--- src/hw/rtl/tkck_pkg.sv ---
// ----------------------------------------------------------------------------
// tkck_pkg: shared types and constants for the top-k candidate keeper
// Candidate record layout, ranking helpers, config indexes and the packing
// of the result word.
// ----------------------------------------------------------------------------
package tkck_pkg;

    localparam int TAG_W   = 16;
    localparam int CNT_W   = 12;
    localparam int SET_W   = 8;
    localparam int TOT_W   = 13;
    localparam int LIM_W   = 5;
    localparam int OUTCNT_W = 5;

    // Input item: tdata fields, lowest first
    localparam int IN_W    = 56;

    // Result item: tdata field offsets, lowest first
    localparam int O_KEPT  = 0;
    localparam int O_FOUND = 1;
    localparam int O_TAG   = 2;
    localparam int O_NAT   = 18;
    localparam int O_CAU   = 30;
    localparam int O_COUNT = 42;
    localparam int O_FRONT = 47;
    localparam int O_BEST  = 60;
    localparam int O_WORST = 73;
    localparam int O_USED  = 86;
    localparam int OUT_W   = 88;

    // Config register indexes
    typedef enum logic [0:0] {
        CFG_KEEP_LIMIT = 1'b0,
        CFG_INIT_BOUND = 1'b1
    } t_cfg_idx;

    // Item kinds on tuser
    typedef enum logic [0:0] {
        KIND_CONSIDER = 1'b0,
        KIND_ROTATE   = 1'b1
    } t_kind;

    typedef struct packed {
        logic [SET_W-1:0] start_sz;
        logic [SET_W-1:0] end_sz;
        logic [CNT_W-1:0] caused;
        logic [CNT_W-1:0] natural;
        logic [TAG_W-1:0] tag;
    } t_entry;

    function automatic logic [TOT_W-1:0] ent_total(input t_entry e);
        return TOT_W'(e.natural) + TOT_W'(e.caused);
    endfunction

    // Candidate c (with its total precomputed) ranks ahead of entry e
    function automatic logic beats(input t_entry c, input logic [TOT_W-1:0] c_tot,
                                   input t_entry e);
        logic [TOT_W-1:0] e_tot;
        e_tot = ent_total(e);
        if (c_tot != e_tot) return c_tot < e_tot;
        if (c.caused != e.caused) return c.caused > e.caused;
        if (c.end_sz != e.end_sz) return c.end_sz < e.end_sz;
        return c.start_sz < e.start_sz;
    endfunction

endpackage

--- src/hw/rtl/top_k_candidate_keeper.sv ---
// ----------------------------------------------------------------------------
// top_k_candidate_keeper: ordered list of the best candidate records
// Keeps up to keep_limit records best first, inserts ranked candidates and
// rotates the front record to the back on request.
// ----------------------------------------------------------------------------
// Usage: one item at a time; s_axis_tready is high only while the sequencer
// is idle. A consider item (tuser = 0) walks the first N list slots, where N
// is the entry count after the item (at most keep_limit, clamped to
// 1..MAX_KEPT), then loads its result. A rotate item (tuser = 1) walks the
// H held entries before loading its result, or goes straight to the output
// state on an empty list. The entry memory has one read and one write port:
// the list is walked one entry per cycle, one read and one write, through
// one ranking comparator. A stalled result keeps the sequencer in its output
// state until the register frees up. The next item can be accepted while a
// result still waits in the output register. Configuration writes are taken
// any cycle and are meant for idle periods; writing initial_bound reloads the
// best/worst bounds only while the list is empty. The entry memory needs no
// clearing after reset: slots past the held count are never trusted.
// ----------------------------------------------------------------------------
module top_k_candidate_keeper #(
    parameter int MAX_KEPT = 16
) (
    input  logic                      i_clk,
    input  logic                      i_rst_n,
    // config write port
    input  logic                      i_cfg_we,
    input  logic                      i_cfg_idx,
    input  logic [tkck_pkg::TOT_W-1:0] i_cfg_data,
    // input items
    input  logic                      s_axis_tvalid,
    output logic                      s_axis_tready,
    // [15:0] cand_tag, [27:16] natural_count, [39:28] caused_count,
    // [47:40] end_set_size, [55:48] start_set_size
    input  logic [tkck_pkg::IN_W-1:0] s_axis_tdata,
    // [0] kind
    input  logic                      s_axis_tuser,
    // result items
    output logic                      m_axis_tvalid,
    input  logic                      m_axis_tready,
    // [0] kept, [1] found, [17:2] out_tag, [29:18] out_natural,
    // [41:30] out_caused, [46:42] entry_count, [59:47] front_total,
    // [72:60] best_total, [85:73] worst_total, [87:86] zero
    output logic [tkck_pkg::OUT_W-1:0] m_axis_tdata
);
    import tkck_pkg::*;

    localparam int IW  = (MAX_KEPT > 1) ? $clog2(MAX_KEPT) : 1;
    localparam int CW  = $clog2(MAX_KEPT + 1);
    localparam int LW  = (CW > LIM_W) ? CW : LIM_W;

    typedef enum logic [1:0] {
        S_IDLE,
        S_SCAN,
        S_ROT,
        S_OUT
    } t_state;

    // entry memory
    t_entry            r_mem [MAX_KEPT];
    t_entry            r_rdata;
    logic              mem_we;
    logic [IW-1:0]     mem_waddr;
    t_entry            mem_wdata;
    logic              mem_re;
    logic [IW-1:0]     mem_raddr;

    // sequencer state
    t_state            r_state,      n_state;
    logic [LIM_W-1:0]  r_keep_limit, n_keep_limit;
    logic [TOT_W-1:0]  r_init_bound, n_init_bound;
    logic [CW-1:0]     r_count,      n_count;
    logic [TOT_W-1:0]  r_low,        n_low;
    logic [TOT_W-1:0]  r_high,       n_high;
    logic [TOT_W-1:0]  r_front_tot,  n_front_tot;
    logic [TOT_W-1:0]  r_front_new,  n_front_new;
    t_entry            r_cand,       n_cand;
    logic [TOT_W-1:0]  r_cand_tot,   n_cand_tot;
    t_entry            r_carry,      n_carry;
    t_entry            r_first,      n_first;
    logic [CW-1:0]     r_idx,        n_idx;
    logic [CW-1:0]     r_held,       n_held;
    logic [CW-1:0]     r_newc,       n_newc;
    logic              r_hit,        n_hit;
    logic              r_kept,       n_kept;
    logic              r_found,      n_found;
    t_entry            r_ret,        n_ret;
    logic              r_m_valid,    n_m_valid;
    logic [OUT_W-1:0]  r_m_data,     n_m_data;

    // working signals
    logic [LW-1:0]     lim_wide;
    logic [CW-1:0]     lim;
    logic [CW-1:0]     clamped;
    logic [CW-1:0]     newc;
    logic [CW-1:0]     idx_inc;
    logic [CW-1:0]     idx_dec;
    logic              old_valid;
    t_entry            wval;
    logic [TOT_W-1:0]  wtot;
    logic [TOT_W-1:0]  front_val;
    logic [TOT_W-1:0]  front_out;
    t_entry            in_cand;

    assign s_axis_tready = (r_state == S_IDLE);
    assign m_axis_tvalid = r_m_valid;
    assign m_axis_tdata  = r_m_data;

    assign in_cand = t_entry'(s_axis_tdata);

    // effective limit: keep_limit clamped to 1..MAX_KEPT
    always_comb begin
        if (r_keep_limit == '0) begin
            lim_wide = LW'(1);
        end else if (LW'(r_keep_limit) > LW'(MAX_KEPT)) begin
            lim_wide = LW'(MAX_KEPT);
        end else begin
            lim_wide = LW'(r_keep_limit);
        end
        lim     = lim_wide[CW-1:0];
        clamped = (r_count > lim) ? lim : r_count;
        newc    = (clamped < lim) ? clamped + CW'(1) : lim;
    end

    assign idx_inc   = r_idx + CW'(1);
    assign idx_dec   = r_idx - CW'(1);
    assign old_valid = (r_idx < r_held);
    assign wtot      = ent_total(wval);
    assign front_val = (r_idx == '0) ? wtot : r_front_new;
    assign front_out = (n_count == '0) ? '0 : n_front_tot;

    always_comb begin
        n_state      = r_state;
        n_keep_limit = r_keep_limit;
        n_init_bound = r_init_bound;
        n_count      = r_count;
        n_low        = r_low;
        n_high       = r_high;
        n_front_tot  = r_front_tot;
        n_front_new  = r_front_new;
        n_cand       = r_cand;
        n_cand_tot   = r_cand_tot;
        n_carry      = r_carry;
        n_first      = r_first;
        n_idx        = r_idx;
        n_held       = r_held;
        n_newc       = r_newc;
        n_hit        = r_hit;
        n_kept       = r_kept;
        n_found      = r_found;
        n_ret        = r_ret;
        n_m_valid    = r_m_valid & ~m_axis_tready;
        n_m_data     = r_m_data;
        mem_we       = 1'b0;
        mem_waddr    = r_idx[IW-1:0];
        wval         = r_rdata;
        mem_re       = 1'b0;
        mem_raddr    = idx_inc[IW-1:0];

        // config writes
        if (i_cfg_we) begin
            unique case (t_cfg_idx'(i_cfg_idx))
                CFG_KEEP_LIMIT: n_keep_limit = i_cfg_data[LIM_W-1:0];
                CFG_INIT_BOUND: begin
                    n_init_bound = i_cfg_data;
                    if (r_count == '0) begin
                        n_low  = i_cfg_data;
                        n_high = i_cfg_data;
                    end
                end
                default: ;
            endcase
        end

        unique case (r_state)
            S_IDLE: begin
                if (s_axis_tvalid) begin
                    n_cand     = in_cand;
                    n_cand_tot = ent_total(in_cand);
                    n_kept     = 1'b0;
                    n_found    = 1'b0;
                    n_ret      = '0;
                    n_hit      = 1'b0;
                    n_idx      = '0;
                    mem_re     = 1'b1;
                    mem_raddr  = '0;
                    if (t_kind'(s_axis_tuser) == KIND_CONSIDER) begin
                        n_count = clamped;
                        n_held  = clamped;
                        n_newc  = newc;
                        n_state = S_SCAN;
                    end else if (r_count == '0) begin
                        n_state = S_OUT;
                    end else begin
                        n_held  = r_count;
                        n_state = S_ROT;
                    end
                end
            end

            // one entry per cycle: find the slot, then ripple the rest back
            S_SCAN: begin
                mem_re = (idx_inc < CW'(MAX_KEPT));
                if (r_hit) begin
                    wval    = r_carry;
                    mem_we  = 1'b1;
                    n_carry = r_rdata;
                end else if (!old_valid) begin
                    // append behind the last held entry
                    wval   = r_cand;
                    mem_we = 1'b1;
                    n_hit  = 1'b1;
                end else if (beats(r_cand, r_cand_tot, r_rdata)) begin
                    wval    = r_cand;
                    mem_we  = 1'b1;
                    n_hit   = 1'b1;
                    n_carry = r_rdata;
                end
                if (r_idx == '0) begin
                    n_front_new = wtot;
                end
                if (idx_inc == r_newc) begin
                    if (n_hit) begin
                        n_count     = r_newc;
                        n_low       = front_val;
                        n_high      = wtot;
                        n_front_tot = front_val;
                        n_kept      = 1'b1;
                    end
                    n_state = S_OUT;
                end else begin
                    n_idx = idx_inc;
                end
            end

            // pull each entry one slot forward, old front goes last
            S_ROT: begin
                mem_re = (idx_inc < CW'(MAX_KEPT));
                if (r_idx == '0) begin
                    n_first = r_rdata;
                end else begin
                    wval      = (r_idx == r_held) ? r_first : r_rdata;
                    mem_we    = 1'b1;
                    mem_waddr = idx_dec[IW-1:0];
                    if (r_idx == CW'(1)) begin
                        n_front_tot = wtot;
                    end
                end
                if (r_idx == r_held) begin
                    n_found = 1'b1;
                    n_ret   = r_first;
                    n_state = S_OUT;
                end else begin
                    n_idx = idx_inc;
                end
            end

            S_OUT: begin
                if (!r_m_valid || m_axis_tready) begin
                    n_m_valid                        = 1'b1;
                    n_m_data                         = '0;
                    n_m_data[O_KEPT]                 = r_kept;
                    n_m_data[O_FOUND]                = r_found;
                    n_m_data[O_NAT-1:O_TAG]          = r_ret.tag;
                    n_m_data[O_CAU-1:O_NAT]          = r_ret.natural;
                    n_m_data[O_COUNT-1:O_CAU]        = r_ret.caused;
                    n_m_data[O_FRONT-1:O_COUNT]      = OUTCNT_W'(r_count);
                    n_m_data[O_BEST-1:O_FRONT]       = front_out;
                    n_m_data[O_WORST-1:O_BEST]       = r_low;
                    n_m_data[O_USED-1:O_WORST]       = r_high;
                    n_state                          = S_IDLE;
                end
            end

            default: n_state = S_IDLE;
        endcase

        mem_wdata = wval;
    end

    // entry store: one write and one registered read per cycle
    always_ff @(posedge i_clk) begin
        if (mem_we) begin
            r_mem[mem_waddr] <= mem_wdata;
        end
        if (mem_re) begin
            r_rdata <= r_mem[mem_raddr];
        end
    end

    always_ff @(posedge i_clk) begin
        if (!i_rst_n) begin
            r_state      <= S_IDLE;
            r_keep_limit <= LIM_W'(16);
            r_init_bound <= '0;
            r_count      <= '0;
            r_low        <= '0;
            r_high       <= '0;
            r_front_tot  <= '0;
            r_m_valid    <= 1'b0;
        end else begin
            r_state      <= n_state;
            r_keep_limit <= n_keep_limit;
            r_init_bound <= n_init_bound;
            r_count      <= n_count;
            r_low        <= n_low;
            r_high       <= n_high;
            r_front_tot  <= n_front_tot;
            r_m_valid    <= n_m_valid;
        end
        r_front_new <= n_front_new;
        r_cand      <= n_cand;
        r_cand_tot  <= n_cand_tot;
        r_carry     <= n_carry;
        r_first     <= n_first;
        r_idx       <= n_idx;
        r_held      <= n_held;
        r_newc      <= n_newc;
        r_hit       <= n_hit;
        r_kept      <= n_kept;
        r_found     <= n_found;
        r_ret       <= n_ret;
        r_m_data    <= n_m_data;
    end

endmodule

--- config.mk ---
export PLATFORM = sky130hd
export DESIGN_NAME = top_k_candidate_keeper
export DESIGN_NICKNAME = d
export VERILOG_FILES = /design/src/hw/rtl/tkck_pkg.sv /design/src/hw/rtl/top_k_candidate_keeper.sv
export SDC_FILE = /design/constraint.sdc
export NUM_CORES = 2
export LEC_CHECK = 0
export BUFFER_PORTS_ARGS = -buffer_cell sky130_fd_sc_hd__clkbuf_2
export CORE_ASPECT_RATIO = 0.7
export CORE_MARGIN = 5
export CORE_UTILIZATION = 55
export CTS_BUF_LIST = sky130_fd_sc_hd__clkbuf_4 sky130_fd_sc_hd__clkbuf_8 sky130_fd_sc_hd__clkbuf_16
export CTS_CLUSTER_DIAMETER = 40
export DETAILED_ROUTE_END_ITERATION = 7
export GPL_TIMING_DRIVEN = 0
export PLACE_DENSITY = 0.75
export SLEW_MARGIN = 20
export SYNTH_ARGS = -nofsm -noshare
export SYNTH_HDL_FRONTEND = slang
export SYNTH_SLANG_ARGS = --single-unit
--- constraint.sdc ---
create_clock -name i_clk -period 7.1 [get_ports i_clk]
set_clock_uncertainty 0.2 [all_clocks]
set_input_delay 1.42 -clock i_clk [delete_from_list [all_inputs] [get_ports i_clk]]
set_output_delay 1.42 -clock i_clk [all_outputs]
set_load 0.1 [all_outputs]
After elaboration in Yosys (flattened, before gate mapping)
Memory sizes are Yosys's and may differ from the RTL's. A register that Yosys moved wholly into a read port is not among the register bits.
Index checks and enable logic that the tools add are counted.
{"block": "totals", "regBits": 390, "memories": 1, "ram_bits": 896}
{"block": "classes", "reduce_logical": 25, "addsub": 6, "n_eq_ne": 17, "mux": 99, "bitwise": 4, "n_lt_le_gt_ge": 9}
{"memory": "r_mem", "words": 16, "width": 56, "read_ports": 1, "rd_clocked_by_memory_dff": 1, "wr": 1, "line_no": "top_k_candidate_keeper.sv:59", "text": "t_entry r_mem [MAX_KEPT];"}
{"cell": "$mux 56", "n": 8}
{"cell": "$mux 13", "n": 17}
{"cell": "$pmux 56 s2", "n": 1}
{"cell": "$mux 40", "n": 2}
{"cell": "$pmux 40 s2", "n": 1}
{"cell": "$mux 5", "n": 13}
{"cell": "$add 12x12->13", "n": 3}
{"cell": "$mux 1", "n": 39}
{"cell": "$pmux 13 s2", "n": 1}
{"cell": "$logic_not 5->1", "n": 4}
{"cell": "$lt 8x8->1", "n": 2}
{"cell": "$mux 4", "n": 4}
{"cell": "$ne 2x2->1 const B", "n": 8}
{"cell": "$pmux 5 s3", "n": 1}
{"cell": "$lt 13x13->1", "n": 1}
{"cell": "$ne 13x13->1", "n": 1}
{"cell": "$gt 12x12->1", "n": 1}
{"cell": "$ne 12x12->1", "n": 1}
{"cell": "$reduce_and 3->1", "n": 4}
{"cell": "$reduce_and 4->1", "n": 3}
{"cell": "$add 5x1->5 const B", "n": 2}
{"cell": "$eq 5x5->1", "n": 2}
{"cell": "$lt 5x5->1", "n": 2}
{"cell": "$mux 2", "n": 5}
{"cell": "other kinds (20)", "n": 34}

Longest topological paths before layout
{"block": "logic_depth", "word_depth": 30, "ltp_mapped": 34, "ltp_nobuf": 33}

Least setup slack after synthesis
No wires, ideal clock.
{"block": "synth_path", "path_kind": "register to register", "start": "register, netlist name r_rdata[28]", "end": "register r_m_data[53], in the netlist m_axis_tdata[53] (data pin)", "setup_time_ps": 270, "path_slack_ps": -275, "t_arrival_ps": 6905, "path_stages_with_launch": 35, "period_less_slack_ps": 7375, "cell_sequence": "edfxtp_1 ha_1 inv_1 fa_1 nor2b_1 o21ai_0 a21boi_0 o21ai_0 a21oi_1 o21ai_0 nand2b_1 a311oi_1 xor2_1 ha_1 a21o_1 a21o_1 a2111oi_2 a22oi_2 nand2_2 buf_2 mux2_1 mux2i_1 o21ai_0 ha_1 inv_1 fa_1 nor2b_1 o21ai_0 a21oi_1 nor2_1 xnor2_1 mux2_2 a22o_1 a22oi_1 nor2_1"}
{"element": "to (signal assigned)", "line_no": "top_k_candidate_keeper.sv:322", "text": "r_m_data <= n_m_data;"}
{"element": "to (decl)", "line_no": "top_k_candidate_keeper.sv:88", "text": "logic [OUT_W-1:0] r_m_data, n_m_data;"}

==> reports/metrics.yaml <==
insertion_delay_ps: 770
cap_violations: 0
port_buffers: 163
fin_tns_setup_ps: -807
instances_no_fill: 5443
die_area_mm2: 0.108
cts_tree: "yes"
drt_iter0_drc: 5460
avgSynthCellArea_um2: 15.6
fin_ws_ps: -186
dr.pass1.iters: 8
cts.sinks: 1342
die_x_um: 391
register_area_mm2: 0.0398
numCtsBuffers: 136
status: "finished with violations"
wl_mm: 158
cts.clk_slew.worst_paths_ps: 60
cp_top_family: "compound AO/OA/AOI/OAI gates"
holdWs_ps: 218
placementRows: 97
crit_fanout: 3
post-route-min-period_ps: 7290
drc: 1
core_region_area_mm2: 0.100
hold_violations: 0
grt_max_degree: 39
rsz0062_at_grt: "yes"
failed_checks: "design-rule violations, negative setup slack"
synth_top_area_share_pct: 69.2
pin_count: 166
grt_pass1_wl_mm: 228
fmax_mhz: 137
placedInstanceArea_mm2: 0.0598
ys.flop_type: "edfxtp_1"
drive_gt1_share_pct: 25.4
synth_edf_count: 1290
hpwl_mm: 106
arrival_ps: 7550
power_mw: 35.5
clockBufferDepth: 3
htree_levels: 4
r2r_slack_ps: -190
initial_core_util_pct: 55.7
ys_top_cells_by_area: "edfxtp_1 (69%), mux2_2 (6.3%), mux2i_1 (2.6%), ha_1 (2.2%), a21oi_1 (2.1%)"
p_leak_nw: 22.7
design_area_mm2: 0.0655
area_growth_pct: 17.1
async_flop_share_pct: 0
synthTopCellsByCount: "edfxtp_1 (1290), mux2_2 (314), a21oi_1 (236), clkbuf_1 (182), nand2_1 (173)"
place.gp.congestion: 0.890
synth_warnings: 0
wire_per_inst_um: 29.1
crit_type: "reg2reg"
viasPerCell: 6.52
finalCritPeriodShare_pct: 103
placed_cells: 5139
vias: 35490
slew_viol_final: 0
ir_worst_vdd_uv: 349
grt_use_total_pct: 28.6
cpMaxStageDelayCell: "a2111oi_4"
hold_path_class: "reg2reg"
overflow: 0
synth_largest_area_cell: "edfxtp_1"
die_y_um: 277
num-fill-cells: 6755
fin_util_pct: 65.2
endpoint_kind: "flip-flop"
setup_viol: 7
slowest_delay_ps: 470
synth.most_common_cell: "edfxtp_1"
ys_types: 72
critPathRequiredTime_ps: 7360
ys_seq_area_share_pct: 71.1
syn_area_mm2: 0.0560
antenna_found_initial: 4
cp-start-kind: "flip-flop"
holdBufCountCts: 0
syn-instance-count: 3587
tightest_slew_ps: 1270
root_buffer: "clkbuf_16"
maxSlewHeadroom_pct: 15.4
cp.buffers_inverters: 5
grt_pass1_vias: 34016
dpl_worst_slack_ps: -2000
multi_input_area_mm2: 0.0158
ant_nets: 0
ys_seq_elements: 1342
nets: 4179
crit_path_frequent_cell: "o21ai_1"
p_per_area_mw_per_mm2: 541
placed cells by master (no fill, tap or decap), types with 60 or more instances in the layout:
| master | Yosys | layout |
|---|---|---|
| mux2i_1 | 146 | 142 |
| and3_1 | 76 | 69 |
| clkbuf_1 | 182 | 169 |
| mux2_2 | 314 | 310 |
| nand2_1 | 173 | 171 |
| a21oi_1 | 236 | 229 |
| ha_1 | 99 | 88 |
| inv_1 | 74 | 72 |
| o21ai_0 | 115 | 90 |
| a222oi_1 | 62 | 62 |
| clkbuf_16 | 0 | 142 |
| a211oi_1 | 62 | 60 |
| edfxtp_1 | 1290 | 1290 |
| nor2_1 | 88 | 72 |
| clkbuf_2 | 0 | 174 |
final timing paths:
kind,cells past startpoint,end,start
max,36,m_axis_tdata[55]$_SDFFCE_PN0P_,r_rdata[16]$_DFFE_PP_
min,0,m_axis_tdata[36]$_DFFE_PP_,r_ret[34]$_SDFFCE_PN0P_
max reg2reg,36,m_axis_tdata[55]$_SDFFCE_PN0P_,r_rdata[16]$_DFFE_PP_
min reg2reg,0,m_axis_tdata[36]$_DFFE_PP_,r_ret[34]$_SDFFCE_PN0P_
cell type report:
class / instances / area share (%)
Sequential cell: 1342 / 60.7
Antenna cell: 2 / 0.00764
Buffer: 227 / 1.44
Clock buffer: 165 / 5.68
Tap cell: 1336 / 2.55
Clock inverter: 77 / 1.24
Inverter: 75 / 0.430
Multi-Input combinational cell: 1940 / 24.1
Timing Repair Buffer: 279 / 3.86
kinds of logic after synthesis:
group | after synthesis | synth area share (%)
adder cells (fa/ha/maj) | 102 | 2.32
AO/OA/AOI/OAI | 843 | 10.5
multiplexers | 469 | 9.11
flip-flops | 1342 | 71.1
other | 1 | 0.00670
AND/OR/NAND/NOR | 484 | 4.21
XOR/XNOR | 40 | 0.639
buffers and inverters | 306 | 2.13
sequential cells by signal, summed over array words and instances, names as in the netlist, 13 cells and up:
register / count
r_carry: 56
r_low: 13
r_ret: 40
r_rdata: 56
r_high: 13
r_first: 56
r_mem: 896
m_axis_tdata: 86
r_cand: 56
r_cand_tot: 13
r_front_new: 13
r_front_tot: 13
power breakdown:
group          leakage [nW]  switching [mW]  internal [mW]  total (mW)
clock network          2.23            3.10           4.21        7.31
registers              12.3           0.507           11.5        12.0
logic                  8.26            10.6           5.58        16.2
total                  22.7            14.2           21.3        35.5
timing repair:
| item | in CTS | in global routing |
|---|---|---|
| setup buffers | 32 | 30 |
| pin swaps | 30 | 44 |
| setup endpoints to repair | 321 | 29 |
| resized for setup | 72 | 73 |
| gates cloned | 0 | 1 |
layer usage:
layer	routed length [um]	up-vias	track usage [%]
met5	14	-	0.488
met4	5430	2	9.60
met3	22700	304	8.50
met2	67200	2475	40.6
met1	63100	17649	42.3
li1	-	15060	-
Power figures use the tool's default switching activity.
